--- src/rtl/core/ple_pkg.sv ---
// ----------------------------------------------------------------------------
// ple_pkg
// Shared types and constants of the positional list engine.
// ----------------------------------------------------------------------------
package ple_pkg;

  // Operation codes carried by an input item
  typedef enum logic [2:0] {
    OP_INSERT = 3'd0,
    OP_DELETE = 3'd1,
    OP_GET    = 3'd2,
    OP_LOCATE = 3'd3,
    OP_CLEAR  = 3'd4
  } op_t;

  // What every cell of the chain does in a cycle
  typedef enum logic [1:0] {
    CELL_HOLD   = 2'd0,
    CELL_ROTATE = 2'd1,
    CELL_INSERT = 2'd2,
    CELL_DELETE = 2'd3
  } cell_cmd_t;

  typedef struct packed {
    cell_cmd_t  cmd;
    logic [5:0] position;
  } cell_ctl_t;

  // Width that holds any cell index plus one for the largest capacity
  localparam int IDX_W = 11;

  localparam int POS_W  = 6;
  localparam int VAL_W  = 32;

endpackage

--- src/rtl/core/ple_if.sv ---
// ----------------------------------------------------------------------------
// ple_in_if / ple_out_if
// Valid/ready channels for list operations and their results.
// ----------------------------------------------------------------------------
interface ple_in_if;
  logic               valid;
  logic               ready;
  logic [2:0]         op;
  logic [5:0]         position;
  logic signed [31:0] value;

  modport source (output valid, output op, output position, output value, input ready);
  modport sink   (input valid, input op, input position, input value, output ready);
endinterface

interface ple_out_if;
  logic               valid;
  logic               ready;
  logic               status;
  logic signed [31:0] data_out;
  logic [5:0]         found_position;
  logic [5:0]         length;
  logic               is_empty;

  modport source (output valid, output status, output data_out, output found_position,
                  output length, output is_empty, input ready);
  modport sink   (input valid, input status, input data_out, input found_position,
                  input length, input is_empty, output ready);
endinterface

--- src/rtl/core/ple_cell.sv ---
// ----------------------------------------------------------------------------
// ple_cell
// One list slot: holds an entry and trades it with its neighbors.
// ----------------------------------------------------------------------------
module ple_cell
  import ple_pkg::*;
#(
  parameter int DATA_WIDTH = 32,
  parameter int IDX        = 0
) (
  input  logic                  clk,
  input  cell_ctl_t             ctl,
  input  logic [DATA_WIDTH-1:0] ins_val,
  input  logic [DATA_WIDTH-1:0] left_d,
  input  logic [DATA_WIDTH-1:0] right_d,
  output logic [DATA_WIDTH-1:0] q
);

  localparam logic [IDX_W-1:0] SLOT     = IDX_W'(IDX);
  localparam logic [IDX_W-1:0] SLOT_POS = IDX_W'(IDX + 1);

  logic [DATA_WIDTH-1:0] q_r;
  logic [DATA_WIDTH-1:0] q_nxt;
  logic [IDX_W-1:0]      pos_w;

  assign pos_w = IDX_W'(ctl.position);

  always_comb begin
    q_nxt = q_r;
    case (ctl.cmd)
      CELL_ROTATE: q_nxt = right_d;
      CELL_INSERT: begin
        if (SLOT >= pos_w) begin
          q_nxt = left_d;
        end else if (SLOT_POS == pos_w) begin
          q_nxt = ins_val;
        end
      end
      // slots at or past the removed one pull from the right
      CELL_DELETE: begin
        if (SLOT_POS >= pos_w) begin
          q_nxt = right_d;
        end
      end
      default: q_nxt = q_r;
    endcase
  end

  always_ff @(posedge clk) begin
    q_r <= q_nxt;
  end

  assign q = q_r;

endmodule

--- src/rtl/core/positional_list_engine.sv ---
// ----------------------------------------------------------------------------
// positional_list_engine
// Fixed-capacity ordered list kept packed in a chain of register cells.
// ----------------------------------------------------------------------------
// One item is handled at a time. Insert, clear, any rejected item and a locate
// on an empty list go from idle straight to the finish step, which loads the
// output register, and the input is ready again as the result enters it. Get,
// delete and locate on a non-empty list first pass through the scan step, in
// which the cell chain rotates the whole list once past cell 0, where the
// entry is read or compared, and ends back in place; delete then closes the
// gap in one parallel shift. A new item is accepted while the previous result
// still waits in the output register; the engine then holds in its last step,
// with the input stalled, until that result is taken.
module positional_list_engine
  import ple_pkg::*;
#(
  parameter int CAPACITY   = 32,
  parameter int DATA_WIDTH = 32
) (
  input  logic      clk,
  input  logic      rst_n,
  ple_in_if.sink    in_ch,
  ple_out_if.source out_ch
);

  localparam int CW = $clog2(CAPACITY + 1);
  localparam int KW = (CAPACITY > 1) ? $clog2(CAPACITY) : 1;
  localparam logic [IDX_W-1:0] CAP_W  = IDX_W'(CAPACITY);
  localparam logic [KW-1:0]    K_LAST = KW'(CAPACITY - 1);

  typedef enum logic [2:0] {
    ST_IDLE   = 3'b001,
    ST_SCAN   = 3'b010,
    ST_FINISH = 3'b100
  } state_t;

  state_t state_r, state_nxt;

  logic [CW-1:0]         count_r, count_nxt;
  logic [KW-1:0]         k_r, k_nxt;
  op_t                   op_r;
  logic [POS_W-1:0]      pos_r;
  logic [DATA_WIDTH-1:0] val_r;
  logic                  err_r;
  logic [DATA_WIDTH-1:0] data_r;
  logic [CW-1:0]         found_r;
  logic                  hit_r;

  logic                  out_valid_r;
  logic                  status_r;
  logic signed [31:0]    data_out_r;
  logic [5:0]            found_out_r;
  logic [5:0]            length_r;
  logic                  empty_r;

  logic [DATA_WIDTH-1:0] cell_q [CAPACITY];
  cell_ctl_t             ctl;

  logic                  accept;
  logic                  out_free;
  logic                  in_err;
  logic                  in_scan;
  logic [IDX_W-1:0]      in_pos_w;
  logic [IDX_W-1:0]      cnt_w;
  logic [IDX_W-1:0]      k_w;
  logic [IDX_W-1:0]      pos_w;
  logic signed [63:0]    in_val_x;
  logic signed [63:0]    data_x;
  logic [63:0]           count_x;
  logic [63:0]           found_x;

  assign accept   = in_ch.valid && in_ch.ready;
  assign out_free = !out_valid_r || out_ch.ready;
  assign in_ch.ready = (state_r == ST_IDLE);

  assign in_pos_w = IDX_W'(in_ch.position);
  assign cnt_w    = IDX_W'(count_r);
  assign k_w      = IDX_W'(k_r);
  assign pos_w    = IDX_W'(pos_r);
  assign in_val_x = 64'(in_ch.value);

  // check the item against the current length
  always_comb begin
    in_err  = 1'b1;
    in_scan = 1'b0;
    case (op_t'(in_ch.op))
      OP_INSERT: in_err = !(cnt_w < CAP_W && in_pos_w != '0 && in_pos_w <= cnt_w + 1'b1);
      OP_DELETE, OP_GET: begin
        in_err  = !(in_pos_w != '0 && in_pos_w <= cnt_w);
        in_scan = !in_err;
      end
      OP_LOCATE: begin
        in_err  = 1'b0;
        in_scan = (count_r != '0);
      end
      OP_CLEAR: in_err = 1'b0;
      default:  in_err = 1'b1;
    endcase
  end

  always_comb begin
    state_nxt    = state_r;
    k_nxt        = k_r;
    count_nxt    = count_r;
    ctl.cmd      = CELL_HOLD;
    ctl.position = pos_r;
    case (state_r)
      ST_IDLE: begin
        k_nxt = '0;
        if (accept) begin
          state_nxt = in_scan ? ST_SCAN : ST_FINISH;
        end
      end
      ST_SCAN: begin
        ctl.cmd = CELL_ROTATE;
        k_nxt   = k_r + 1'b1;
        if (k_r == K_LAST) begin
          state_nxt = ST_FINISH;
        end
      end
      ST_FINISH: begin
        if (out_free) begin
          state_nxt = ST_IDLE;
          if (!err_r) begin
            case (op_r)
              OP_INSERT: begin
                ctl.cmd   = CELL_INSERT;
                count_nxt = count_r + 1'b1;
              end
              OP_DELETE: begin
                ctl.cmd   = CELL_DELETE;
                count_nxt = count_r - 1'b1;
              end
              OP_CLEAR: count_nxt = '0;
              default:  count_nxt = count_r;
            endcase
          end
        end
      end
      default: state_nxt = ST_IDLE;
    endcase
  end

  genvar gi;
  generate
    for (gi = 0; gi < CAPACITY; gi++) begin : g_cell
      ple_cell #(
        .DATA_WIDTH (DATA_WIDTH),
        .IDX        (gi)
      ) u_cell (
        .clk     (clk),
        .ctl     (ctl),
        .ins_val (val_r),
        .left_d  (cell_q[(gi + CAPACITY - 1) % CAPACITY]),
        .right_d (cell_q[(gi + 1) % CAPACITY]),
        .q       (cell_q[gi])
      );
    end
  endgenerate

  always_ff @(posedge clk) begin
    if (!rst_n) begin
      state_r     <= ST_IDLE;
      count_r     <= '0;
      out_valid_r <= 1'b0;
      k_r         <= '0;
    end else begin
      state_r <= state_nxt;
      count_r <= count_nxt;
      k_r     <= k_nxt;
      if (state_r == ST_FINISH && out_free) begin
        out_valid_r <= 1'b1;
      end else if (out_ch.ready) begin
        out_valid_r <= 1'b0;
      end
    end
  end

  // item and scan results
  always_ff @(posedge clk) begin
    if (accept) begin
      op_r    <= op_t'(in_ch.op);
      pos_r   <= in_ch.position;
      val_r   <= in_val_x[DATA_WIDTH-1:0];
      err_r   <= in_err;
      data_r  <= '0;
      found_r <= '0;
      hit_r   <= 1'b0;
    end else if (state_r == ST_SCAN) begin
      // cell 0 shows entry k in this cycle
      if (op_r != OP_LOCATE && k_w + 1'b1 == pos_w) begin
        data_r <= cell_q[0];
      end
      if (op_r == OP_LOCATE && !hit_r && k_w < cnt_w && cell_q[0] == val_r) begin
        found_r <= CW'(k_r) + 1'b1;
        hit_r   <= 1'b1;
      end
    end
  end

  assign data_x  = 64'(signed'(data_r));
  assign count_x = 64'(count_nxt);
  assign found_x = 64'(found_r);

  always_ff @(posedge clk) begin
    if (state_r == ST_FINISH && out_free) begin
      status_r    <= err_r;
      data_out_r  <= data_x[31:0];
      found_out_r <= found_x[5:0];
      length_r    <= count_x[5:0];
      empty_r     <= (count_nxt == '0);
    end
  end

  assign out_ch.valid          = out_valid_r;
  assign out_ch.status         = status_r;
  assign out_ch.data_out       = data_out_r;
  assign out_ch.found_position = found_out_r;
  assign out_ch.length         = length_r;
  assign out_ch.is_empty       = empty_r;

endmodule
--- src/flat_wrapper.sv ---
// flat-port wrapper written by rule: the top's interface ports become plain ports
module positional_list_engine_flat import ple_pkg::*;
#(
  parameter int CAPACITY   = 32,
  parameter int DATA_WIDTH = 32
)
  (clk, rst_n, in_ch_valid, in_ch_op, in_ch_position, in_ch_value, in_ch_ready, out_ch_valid, out_ch_status, out_ch_data_out, out_ch_found_position, out_ch_length, out_ch_is_empty, out_ch_ready);
  ple_in_if in_ch_i ();
  ple_out_if out_ch_i ();
  input  logic clk;
  input  logic rst_n;
  input wire logic [$bits(in_ch_i.valid)-1:0] in_ch_valid;
  input wire logic [$bits(in_ch_i.op)-1:0] in_ch_op;
  input wire logic [$bits(in_ch_i.position)-1:0] in_ch_position;
  input wire logic [$bits(in_ch_i.value)-1:0] in_ch_value;
  output wire logic [$bits(in_ch_i.ready)-1:0] in_ch_ready;
  output wire logic [$bits(out_ch_i.valid)-1:0] out_ch_valid;
  output wire logic [$bits(out_ch_i.status)-1:0] out_ch_status;
  output wire logic [$bits(out_ch_i.data_out)-1:0] out_ch_data_out;
  output wire logic [$bits(out_ch_i.found_position)-1:0] out_ch_found_position;
  output wire logic [$bits(out_ch_i.length)-1:0] out_ch_length;
  output wire logic [$bits(out_ch_i.is_empty)-1:0] out_ch_is_empty;
  input wire logic [$bits(out_ch_i.ready)-1:0] out_ch_ready;
  assign in_ch_i.valid = in_ch_valid;
  assign in_ch_i.op = in_ch_op;
  assign in_ch_i.position = in_ch_position;
  assign in_ch_i.value = in_ch_value;
  assign in_ch_ready = in_ch_i.ready;
  assign out_ch_valid = out_ch_i.valid;
  assign out_ch_status = out_ch_i.status;
  assign out_ch_data_out = out_ch_i.data_out;
  assign out_ch_found_position = out_ch_i.found_position;
  assign out_ch_length = out_ch_i.length;
  assign out_ch_is_empty = out_ch_i.is_empty;
  assign out_ch_i.ready = out_ch_ready;
  positional_list_engine #(.CAPACITY(CAPACITY), .DATA_WIDTH(DATA_WIDTH)) u_core (.clk(clk), .rst_n(rst_n), .in_ch(in_ch_i), .out_ch(out_ch_i));
endmodule
--- config.mk ---
export PLATFORM = sky130hd
export DESIGN_NAME = positional_list_engine_flat
export DESIGN_NICKNAME = d
export VERILOG_FILES = /design/src/rtl/core/ple_pkg.sv /design/src/rtl/core/ple_if.sv /design/src/rtl/core/ple_cell.sv /design/src/rtl/core/positional_list_engine.sv /design/src/flat_wrapper.sv
export SDC_FILE = /design/constraint.sdc
export NUM_CORES = 2
export LEC_CHECK = 0
export BUFFER_PORTS_ARGS = -buffer_cell sky130_fd_sc_hd__buf_2
export CAP_MARGIN = 20
export CORE_MARGIN = 5
export CORE_UTILIZATION = 36
export CTS_BUF_LIST = sky130_fd_sc_hd__clkbuf_8
export DETAILED_ROUTE_END_ITERATION = 10
export PLACE_DENSITY_LB_ADDON = 0.25
export REMOVE_ABC_BUFFERS = 1
export SLEW_MARGIN = 20
export SYNTH_ARGS = -nofsm -noshare
export SYNTH_HDL_FRONTEND = slang
export SYNTH_SLANG_ARGS = --single-unit
--- constraint.sdc ---
create_clock -name clk -period 8.35 [get_ports clk]
set_input_delay 0.4175 -clock clk [delete_from_list [all_inputs] [get_ports clk]]
set_output_delay 0.4175 -clock clk [all_outputs]
set_load 0.005 [all_outputs]
==> flow_metrics.env <==
export IMPL_final_cells=7549
export IMPL_crit_fanout=36
export IMPL_p_leak_nw=24.3
export IMPL_tightest_slew_ns=1.23
export IMPL_report_final_slew_viol_count=0
export IMPL_placed_cell_area_mm2=0.0611
export IMPL_yosysUniqueCellTypes=57
export IMPL_antenna_found_initial=1
export IMPL_critPathKind="reg -> reg"
export IMPL_nets=5290
export IMPL_dp_hpwl_mm=115
export IMPL_cts_buffers=206
export IMPL_end_kind="register"
export IMPL_place_congestion=0.879
export IMPL_grt_max_degree=271
export IMPL_start_util_pct=36.2
export IMPL_fp_row_count=148
export IMPL_area_growth_pct=10.9
export IMPL_async_flop_share_pct=0
export IMPL_final_area_mm2=0.0651
export IMPL_avgRoutedWirePerCell_um=24.9
export IMPL_finClkSkew_ns=0.0354
export IMPL_nFillCells=15808
export IMPL_grt_pass1_vias=41077
export IMPL_crit_path_cell_trace="or3_1 -> buf_4 -> nor2_4 -> buf_4 -> nand2_2 -> o21ai_4"
export IMPL_cts_tree="done"
export IMPL_cts_resized=0
export IMPL_cts_sinks=1166
export IMPL_irDropWorstVdd_uv=163
export IMPL_maxCapViolCount=0
export IMPL_die_area_mm2=0.171
export IMPL_finalSetupTns_ns=0
export IMPL_synth_enable_flop_cells=1112
export IMPL_ys_top_cells_by_area="edfxtp_1 (57%), mux2i_1 (16%), a21oi_1 (8.7%)"
export IMPL_p_seq_share_pct=52.2
export IMPL_cp_num_buf_inv=2
export IMPL_netlist_area_mm2=0.0587
export IMPL_setup_viol=0
export IMPL_swShare_pct=25.5
export IMPL_p_comb_share_pct=8.6
export IMPL_core_area_mm2=0.162
export IMPL_layout_commonest_cell="edfxtp_1"
export IMPL_cts_hold_buffers=44
export IMPL_p_int_mw=9.14
export IMPL_placed_cells=7146
export IMPL_remaining_drc_errors=0
export IMPL_p_sw_mw=3.12
export IMPL_fin_crit_sh_pct=53.5
export IMPL_hold_path_class="in -> reg"
export IMPL_worst_slack_ns=3.88
export IMPL_status="complete, no violations"
export IMPL_grt_util_all_layers_pct=21.1
export IMPL_required_ns=8.85
export IMPL_ios=93
export IMPL_routed_via_density=5.61
export IMPL_report_final_hold_viol_count=0
export IMPL_layout_drive_gt1_share_pct=9.53
export IMPL_fin_crit_ns=4.47
export IMPL_final_antenna_net_count=0
export IMPL_cts_clk_slew_worst_paths_ns=0.06
export IMPL_dp_slack_ns=3.94
export IMPL_cts_buffer_depth=3
export IMPL_first_iter_violations=4414
export IMPL_grt_pass1_wl_mm=273
export IMPL_syn_area_per_cell_um2=11.2
export IMPL_ys_flop_type="edfxtp_1"
export IMPL_first_pass_iters=6
export IMPL_slew_headroom_pct=18.1
export IMPL_power_total_mw=12.3
export IMPL_syn_inst=5259
export IMPL_max_freq_mhz=224
export IMPL_portBuffers=92
export IMPL_cp_slowest_cell="o21ai_4"
export IMPL_p_per_area_mw_per_mm2=188
export IMPL_arrival_ns=4.97
export IMPL_routed_wirelength_mm=188
export IMPL_die_h_um=414
export IMPL_vias=42344
export IMPL_start_kind="register"
export IMPL_synth_top_area_share_pct=56.9
export IMPL_critPathMaxStageDelay_ns=1.09
export IMPL_mostFrequentLayoutCells="edfxtp_1 (1112), nor2_1 (1044), a21oi_1 (1003), mux2i_1 (968), clkbuf_8 (222)"
export IMPL_htree_levels=4
export IMPL_rsz0062_at_grt="false"
export IMPL_die_x_um=414
export IMPL_yosysTopAreaCell="edfxtp_1"
export IMPL_cts_setup_buffers=0
export IMPL_pwr_share_clk_pct=39.2
export IMPL_grt_overflow_total=0
export IMPL_cts_root_buf="clkbuf_8"
export IMPL_ys_warn_count=0
export IMPL_critPathTopFamily="simple AND/OR/NAND/NOR gates"
export IMPL_synth_seq_cells=1166
export IMPL_ys_seq_area_share_pct=58.7
export IMPL_cpMostUsedCell="buf_4"
export IMPL_clk_insertion_delay_late_ns=0.89
## worst paths after layout
path	from	endpoint	slack, ns	cells after the start
worst min register to register	u_core.found_r[3]$_SDFFE_PP0P_	u_core.out_ch.found_position[3]$_DFFE_PP_	0.43	0
worst min-delay path	in_ch_valid	u_core.found_r[5]$_SDFFE_PP0P_	0.14	4
worst max register to register	u_core.pos_r[4]$_DFFE_PP_	u_core.g_cell[1].u_cell.q[30]$_DFFE_PP_	3.88	6
worst max-delay path	u_core.pos_r[4]$_DFFE_PP_	u_core.g_cell[1].u_cell.q[30]$_DFFE_PP_	3.88	6
## synth_stat cells (2+ instances only)
cell / count
nand3b_1: 4
a21o_1: 3
clkbuf_1: 264
xnor2_1: 38
buf_4: 40
dfxtp_1: 54
o22ai_1: 5
or2_2: 4
or4_1: 3
o21bai_1: 2
nor3b_1: 3
nand2_1: 201
nor2_1: 1051
o21a_1: 2
or3_1: 3
a31oi_1: 69
nand3_1: 10
or3b_1: 2
o31ai_1: 32
o21ai_0: 22
o31a_1: 2
a22oi_1: 4
o22a_1: 2
nand4_1: 42
nor4_1: 6
buf_1: 17
or4b_2: 2
edfxtp_1: 1112
inv_1: 10
nor2b_1: 9
o21ai_1: 2
buf_2: 185
nor3_1: 6
mux2i_1: 968
xor2_1: 9
o211ai_1: 2
and2_1: 7
a21oi_1: 1016
nand2b_1: 7
ha_1: 22
## through the flow
stage | utilization (%) | hold slack, ns
CTS | 40.1 | 0.0501
finish | 40.1 | 0.144
detailed placement | 37.6 | 0.416
floorplan | - | 0.408
global route | 40.1 | 0.151
global placement | 37.6 | 0.415
## worst register-to-register path, delay by kind of cell, from the launching register on
family                 cells  cell delay, ns
AO/OA/AOI/OAI              1            1.11
buffers and inverters      2            0.80
flip-flops                 1            0.71
AND/OR/NAND/NOR            3            1.45
## flip-flops by register name (all words and copies together) (netlist names), 3 cells and up
register,flops
u_core.val_r,32
u_core.found_r,6
u_core.pos_r,6
u_core.k_r,5
u_core.out_ch.found_position,6
u_core.count_r,6
u_core.op_r,3
u_core.out_ch.data_out,32
u_core.g_cell.u_cell.q,1024
u_core.state_r,3
u_core.out_ch.length,6
u_core.data_r,32
## power groups by stage
stage	Clock [mW]	Sequential, mW	Combinational, mW
floorplan	0	6.58	0.655
global placement	0	6.51	1.03
detailed placement	0	6.52	1.03
CTS	4.93	6.39	1.05
global route	5.19	6.39	1.12
finish	4.81	6.40	1.06
## per-layer routing
layer / vias up / wire [µm] / track usage (%)
met1: 21223 / 82200 / 29.5
met2: 1743 / 84300 / 32.6
met4: 2 / 5430 / 6.47
li1: 19050 / - / -
met5: - / 125 / 0.537
met3: 326 / 15900 / 5.16
## final cells by class
| class | count | area, µm² | share of cell area [%] |
|---|---|---|---|
| diodes | 1 | 2.50 | 0.00384 |
| clock buffers | 222 | 3060 | 4.69 |
| clock inverters | 136 | 543 | 0.834 |
| inverters | 11 | 41.3 | 0.0634 |
| multi-input cells | 3576 | 22400 | 34.3 |
| flip-flops and latches | 1166 | 34500 | 52.9 |
| well taps | 2175 | 2720 | 4.18 |
| repair buffers | 262 | 1950 | 2.99 |
## kinds of logic (layout without fill, tap and decap cells)
family	after synthesis	count (layout)	synth area share (%)
AND/OR/NAND/NOR	1364	1364	9.22
AO/OA/AOI/OAI	1175	1175	10.5
flip-flops	1166	1166	58.7
multiplexers	968	968	16.5
buffers and inverters	517	631	3.95
XOR/XNOR	47	47	0.701
adder cells (fa/ha/maj)	22	22	0.469
other	0	1	0
Power figures use the tool's default switching activity.
